`config.mk`:
```
export PLATFORM = sky130hd
export DESIGN_NAME = cmtm_set_unit
export DESIGN_NICKNAME = d
export VERILOG_FILES = /design/src/hdl/cmtm_pkg.sv /design/src/hdl/cmtm_set_unit.sv
export SDC_FILE = /design/constraint.sdc
export NUM_CORES = 2
export LEC_CHECK = 0
export BUFFER_PORTS_ARGS = -buffer_cell sky130_fd_sc_hd__buf_2
export CORE_AREA = 2 2 480 482
export DETAILED_ROUTE_END_ITERATION = 7
export DIE_AREA = 0 0 482 484
export PLACE_DENSITY_LB_ADDON = 0.15
export SETUP_SLACK_MARGIN = 0.1
export SYNTH_ARGS = -nofsm -noshare
export SYNTH_HDL_FRONTEND = slang
export SYNTH_SLANG_ARGS = --single-unit
```
`constraint.sdc`:
```
create_clock -name vclk -period 5.6
set_input_delay 0.28 -clock vclk [all_inputs]
set_output_delay 0.28 -clock vclk [all_outputs]
set_load 0.01 [all_outputs]
```
`src/hdl/cmtm_pkg.sv`:
```
// ----------------------------------------------------------------------------
// cmtm_pkg
// Shared types and codes of the multilevel cache tag model.
// ----------------------------------------------------------------------------
package cmtm_pkg;

    // sequencer states
    typedef enum logic [9:0] {
        ST_CLEAR    = 10'b0000000001,
        ST_IDLE     = 10'b0000000010,
        ST_PROBE_RD = 10'b0000000100,
        ST_PROBE_CK = 10'b0000001000,
        ST_FILL_RD  = 10'b0000010000,
        ST_VICT     = 10'b0000100000,
        ST_FILL_CK  = 10'b0001000000,
        ST_PAR_RD   = 10'b0010000000,
        ST_PAR_CK   = 10'b0100000000,
        ST_DONE     = 10'b1000000000
    } t_state;

    // rewrite controls for the shared set unit
    typedef struct packed {
        logic replace;
        logic mark;
        logic front;
    } t_set_ctl;

    // configuration register indexes
    localparam logic [2:0] CFG_LEVEL_COUNT = 3'd0;
    localparam logic [2:0] CFG_WRITE_BACK  = 3'd1;
    localparam logic [2:0] CFG_POLICY      = 3'd2;
    localparam logic [2:0] CFG_OFFSET      = 3'd3;
    localparam logic [2:0] CFG_SET_FIRST   = 3'd4;
    localparam logic [2:0] CFG_SET_SECOND  = 3'd5;
    localparam logic [2:0] CFG_SET_THIRD   = 3'd6;

    // replacement policies
    localparam logic [1:0] POL_LRU    = 2'd0;
    localparam logic [1:0] POL_FIFO   = 2'd1;
    localparam logic [1:0] POL_RANDOM = 2'd2;

    // level codes
    localparam logic [1:0] LVL_FIRST  = 2'd0;
    localparam logic [1:0] LVL_SECOND = 2'd1;
    localparam logic [1:0] LVL_THIRD  = 2'd2;
    localparam logic [1:0] LVL_NONE   = 2'd3;

    localparam logic [15:0] LFSR_SEED = 16'hACE1;
    localparam int OFFSET_MAX = 15;
    localparam int CFG_W      = 4;
    localparam int IN_DATA_W  = 32;
    localparam int OUT_DATA_W = 16;

endpackage

```
`src/hdl/cmtm_set_unit.sv`:
```
// ----------------------------------------------------------------------------
// cmtm_set_unit
// Shared set unit: tag match over one row and rewrite of that row.
// ----------------------------------------------------------------------------
module cmtm_set_unit #(
    parameter int ADDR_BITS = 32,
    parameter int VA_W      = 57,
    parameter int MAXW      = 16
) (
    input  logic [MAXW*(ADDR_BITS+2)-1:0]       i_row,
    input  logic [$clog2(MAXW+1)-1:0]           i_ways,
    input  logic [VA_W-1:0]                     i_tag,
    input  logic [((MAXW>1)?$clog2(MAXW):1)-1:0] i_way,
    input  logic [ADDR_BITS+1:0]                i_line,
    input  cmtm_pkg::t_set_ctl                  i_ctl,
    output logic                                o_hit,
    output logic [((MAXW>1)?$clog2(MAXW):1)-1:0] o_hit_way,
    output logic [ADDR_BITS+1:0]                o_way_line,
    output logic [MAXW*(ADDR_BITS+2)-1:0]       o_row
);
    import cmtm_pkg::*;

    localparam int LINE_W = ADDR_BITS + 2;
    localparam int WIDX   = (MAXW > 1) ? $clog2(MAXW) : 1;
    localparam int WAY_W  = $clog2(MAXW + 1);

    logic [LINE_W-1:0] line_mod;

    // first valid way whose tag matches
    always_comb begin
        o_hit     = 1'b0;
        o_hit_way = '0;
        for (int w = MAXW - 1; w >= 0; w--) begin
            if ((WAY_W'(w) < i_ways) && i_row[w*LINE_W + ADDR_BITS]
                && ({{(VA_W-ADDR_BITS){1'b0}}, i_row[w*LINE_W +: ADDR_BITS]} == i_tag)) begin
                o_hit     = 1'b1;
                o_hit_way = WIDX'(w);
            end
        end
    end

    // line at the chosen way and its new value
    assign o_way_line = i_row[i_way*LINE_W +: LINE_W];

    always_comb begin
        line_mod = i_ctl.replace ? i_line : o_way_line;
        if (i_ctl.mark) begin
            line_mod[LINE_W-1] = 1'b1;
        end
    end

    // row rewrite, with optional move to front
    always_comb begin
        o_row = i_row;
        for (int w = 0; w < MAXW; w++) begin
            if (i_ctl.front) begin
                if (w == 0) begin
                    o_row[w*LINE_W +: LINE_W] = line_mod;
                end else if (WIDX'(w) <= i_way) begin
                    o_row[w*LINE_W +: LINE_W] = i_row[(w-1)*LINE_W +: LINE_W];
                end
            end else if (WIDX'(w) == i_way) begin
                o_row[w*LINE_W +: LINE_W] = line_mod;
            end
        end
    end

endmodule

```
# == After elaboration in Yosys (flattened, before gate mapping) ==
# Index checks and enable logic that the tools add are counted.
# classes
n_eq_ne,31
n_lt_le_gt_ge,31
mux,81
shift,1
reduce_logical,33
multipliers,1
# ops
operator,count
$mux W34,48
$eq A32 B57 Y1,16
$shiftx A544 B11 Y34,1
$mux W4,16
$lt A4 B5 Y1 const A,8
$eq A4 B4 Y1 const A,8
$le A4 B4 Y1 const A,8
$logic_and A1 B1 Y1,32
$lt A3 B5 Y1 const A,4
$mux W1,17
$eq A3 B4 Y1 const A,4
$le A3 B4 Y1 const A,4
$lt A1 B5 Y1 const A,2
$lt A2 B5 Y1 const A,2
$mul A4 B5 Y9 const B,1
$eq A2 B4 Y1 const A,2
$le A2 B4 Y1 const A,2
$eq A1 B4 Y1 const A,1
$le A1 B4 Y1 const A,1
$logic_not A4 Y1,1
# totals
ff_bits,0
in_bits,647

# == Depth between registers and ports, before layout ==
# depth
word_depth,19
depth_mapped,12
mapped_depth_nobuf,8

# == Least setup slack after synthesis ==
# OpenSTA, ideal clock, no wires.
# synth_path
path_kind,input port to output port
from,input i_way[1] (netlist name)
to,output o_row[204]
cell_stages,9
arrival_time_ns,2.435
setup_slack_ns,2.885
path_buffers,3
cell_sequence,clkbuf_1 -> buf_1 -> mux4_2 -> mux4_2 -> mux2i_4 -> buf_4 -> nor2_1 -> a21oi_1 -> o21ai_1
# synth_via
elab_chain_cells,5
word_cells_on_any_way,8
classes_between,1 x mul; 1 x order compare; 1 x eq/ne; 1 x shift; 4 x mux
# synth_rtl
item,line_no,rtl
"start, declared",cmtm_set_unit.sv:13,"input logic [((MAXW>1)?$clog2(MAXW):1)-1:0] i_way,"
$mul A4 B5 Y9,cmtm_set_unit.sv:43,assign o_way_line = i_row[i_way*LINE_W +: LINE_W];
$shiftx A544 B11 Y34,cmtm_set_unit.sv:43,
via o_way_line[0],cmtm_set_unit.sv:18,"output logic [ADDR_BITS+1:0] o_way_line,"
$mux W34,cmtm_set_unit.sv:46,line_mod = i_ctl.replace ? i_line : o_way_line;
$mux W34,cmtm_set_unit.sv:62,end else if (WIDX'(w) == i_way) begin
$mux W34,cmtm_set_unit.sv:56,if (i_ctl.front) begin
"end, declared",cmtm_set_unit.sv:19,output logic [MAXW*(ADDR_BITS+2)-1:0] o_row
# The timed path passes the listed nets, and every way through them passes these cells.

# == Worst setup path after layout ==
# layout_path
from,input i_way[1] (netlist name)
to,output o_row[464]
# layout_via
elab_chain_cells,5
word_cells_on_any_way,8
classes_between,1 x mul; 1 x order compare; 1 x eq/ne; 1 x shift; 4 x mux
# layout_rtl
item,line_no
$mul A4 B5 Y9,cmtm_set_unit.sv:43
$shiftx A544 B11 Y34,cmtm_set_unit.sv:43
$mux W34,cmtm_set_unit.sv:46
$mux W34,cmtm_set_unit.sv:62
$mux W34 (*),cmtm_set_unit.sv:56
# Mark *: on every way between the ends. The rest lies on a longest branch, timed or not.

==> impl_metrics.py <==
metrics = {
    "status": {
        "status": "completed",
    },
    "sta": {
        "tns_ns": 0,
        "hold_violations": 0,
        "worst_slew_pin_slew_ns": 1.247,
        "fin_crit_ns": 4.923,
        "finalMaxSlewViolations": 0,
        "setup_ws_ns": 0.6765,
        "relSlewSlack_pct": 16.64,
        "period_share_pct": 87.92,
        "setup_viol": 0,
        "rsz0062_at_grt": "no",
        "fmax_mhz": 203.1,
    },
    "cells_and_area": {
        "seq_cells": 0,
        "nClkBuffers": 0,
        "area_growth_pct": 38.96,
        "final_layout_size_suffix_gt1_share_pct": 39.60,
        "regArea_um2": 0,
        "multi_input_area_mm2": 0.02451,
        "fillers": 26680,
        "nets": 5553,
    },
    "synth": {
        "syn_inst": 3903,
        "avgSynthCellArea_um2": 6.727,
        "synthDistinctLibCells": 50,
        "yosysWarnings": 0,
        "syn-cell-area_mm2": 0.02626,
        "synthesis.nets": 4550,
        "seq_area_frac_synth_pct": 0,
    },
    "flow_run": {
        "drv_cap": 0,
    },
    "placed_design": {
        "place_congestion": 0.9206,
        "dpl.hpwl_mm": 328.3,
        "post-place-ws_ns": 0.5832,
        "port_buffers": 1230,
    },
    "worst_setup_path": {
        "slowest_delay_ns": 0.95,
        "path_delay_family": "multiplexers",
        "crit_slowest_cell": "mux2i_4",
        "end_kind": "primary output",
        "path_cells": "buf_6 -> buf_4 -> mux4_2 -> mux4_2 -> mux2i_4 -> buf_4 -> nor2_1 -> a21oi_1 -> o21ai_0 -> buf_2",
        "crit_required_ns": 5.32,
        "startpoint_type": "input pin",
        "crit_buf_inv": 4,
        "crit_type": "in -> out",
        "crit_fanout": 61,
        "cp.arrival_ns": 4.64,
    },
    "die": {
        "die_w_um": 482,
        "core_mm2": 0.2286,
        "die_h_um": 484,
        "die_area_mm2": 0.2333,
        "start_util_pct": 11.49,
        "rows": 176,
        "io_pins": 1230,
    },
    "drt": {
        "drt_iter0_drc": 5592,
        "vias": 40350,
        "drtAntennaViolNets": 0,
        "dr.pass1.iters": 6,
        "wl_per_cell_um": 50.33,
        "routed_via_density": 5.040,
        "drc": 0,
        "wirelength_mm": 402.9,
    },
    "power": {
        "ir_drop_v": 0.00005906,
        "leakage_nw": 14.14,
        "pwr_density_cell_mw_per_mm2": 146.7,
    },
    "global_route": {
        "met3_usage_pct": 7.935,
        "grt_pass1_vias": 36873,
        "use_met1_pct": 40.70,
        "overflow": 0,
        "gr-usage-met2_pct": 52.37,
        "grt_usage_pct": 32.87,
        "grt_max_degree": 180,
        "antenna_found_initial": 183,
        "grt_busiest_layer": "met2",
        "grt_pass1_wl_mm": 486.5,
    },
    "clocking": {
        "cts_hold_buf": 0,
        "post_cts_buffers": 0,
        "cts_resized": 0,
    },
    "min_path": {
        "holdCritPathClass": "in -> out",
    },
}
-- cell families after synthesis --
logic type	synth area share, %
muxes	29.46
buffers and inverters	7.206
and+or+nand+nor	19.77
AOI/OAI and AO/OA	26.63
xor gates and xnor gates	16.95
-- cell usage in the layout (no fill, tap or decap), drive strengths merged, types with 14 or more instances in the layout --
cell    Yosys  layout
a21oi     533     533
a22oi     133     133
buf       128    1432
diode       0      76
mux2      271     271
mux2i      44      44
mux4      170     170
nand2     351     351
nand2b     35      35
nand3      21      21
nand4     107     107
nor2      546     546
nor2b      14      14
nor3       21      21
nor4       47      47
o211ai     66      66
o21ai     511     511
or3        36      36
xnor2     411     411
xor2       97      97
-- stage by stage --
step / utilization [%] / hold slack (ns) / total power [mW] / area (um2) / instances
6_report: 15.96 / 0.9792 / 5.351 / 36480 / 8006
5_1_grt: 15.91 / 0.9960 / 5.444 / 36380 / 7963
4_1_cts: 15.88 / 0.9831 / 5.301 / 36290 / 7930
3_5_place_dp: 15.88 / 0.9818 / 5.287 / 36290 / 7930
3_3_place_gp: 15.88 / 0.9805 / 5.293 / 36290 / 7930
2_1_floorplan: - / 0.6826 / 2.053 / 26260 / 3903
-- worst min-delay path, stage by stage --
cell	delay, ns
buf_2	0.15
nand2_1	0.06
o21ai_1	0.06
buf_2	0.14
-- power by group --
| part | internal (mW) | switching (mW) | total, mW | leakage [nW] |
|---|---|---|---|---|
| registers | 0 | 0 | 0 | 0 |
| logic | 1.54 | 3.81 | 5.35 | 14.1 |
| clock network | 0.000000564 | 0 | 0.000000565 | 0.000480 |
| total | 1.54 | 3.81 | 5.35 | 14.1 |
-- path summary, 6_finish.rpt --
| check | startpoint | end | slack [ns] | cells after the start |
|---|---|---|---|---|
| worst max-delay path | i_way[1] | o_row[464] | 0.68 | 10 |
| worst min-delay path | i_row[516] | o_row[516] | 0.98 | 4 |
-- final cells by class --
cell class / count / area share, %
antenna: 76 / 0.5213
inverter: 7 / 0.07202
multi-input combinational: 3465 / 67.19
tap: 3026 / 10.38
timing repair buffer: 1432 / 21.84
-- metal layers --
| layer | vias up | wire length [um] |
|---|---|---|
| met5 | - | 339 |
| met4 | 54 | 25080 |
| met3 | 644 | 33820 |
| met2 | 3027 | 180800 |
| met1 | 20426 | 162800 |
| li1 | 16199 | - |
-- cell usage after synthesis, types with 33 or more instances --
cell type	n	share of area (%)
nand2b_1	35	0.83
mux2i_4	33	2.8
nor4_1	47	1.1
mux4_2	170	15
a21oi_1	533	10
buf_2	51	0.97
o21ai_0	196	3.7
a22oi_1	133	3.8
xor2_1	97	3.2
nand2_1	351	5.0
mux2_2	271	12
o21ai_1	315	6.0
xnor2_1	411	14
nor2_1	546	7.8
buf_4	33	0.94
nand4_1	107	2.5
clkbuf_1	303	4.3
buf_1	36	0.51
o211ai_1	66	1.9
or3_1	36	0.86
(Power assumes the default switching activity.)
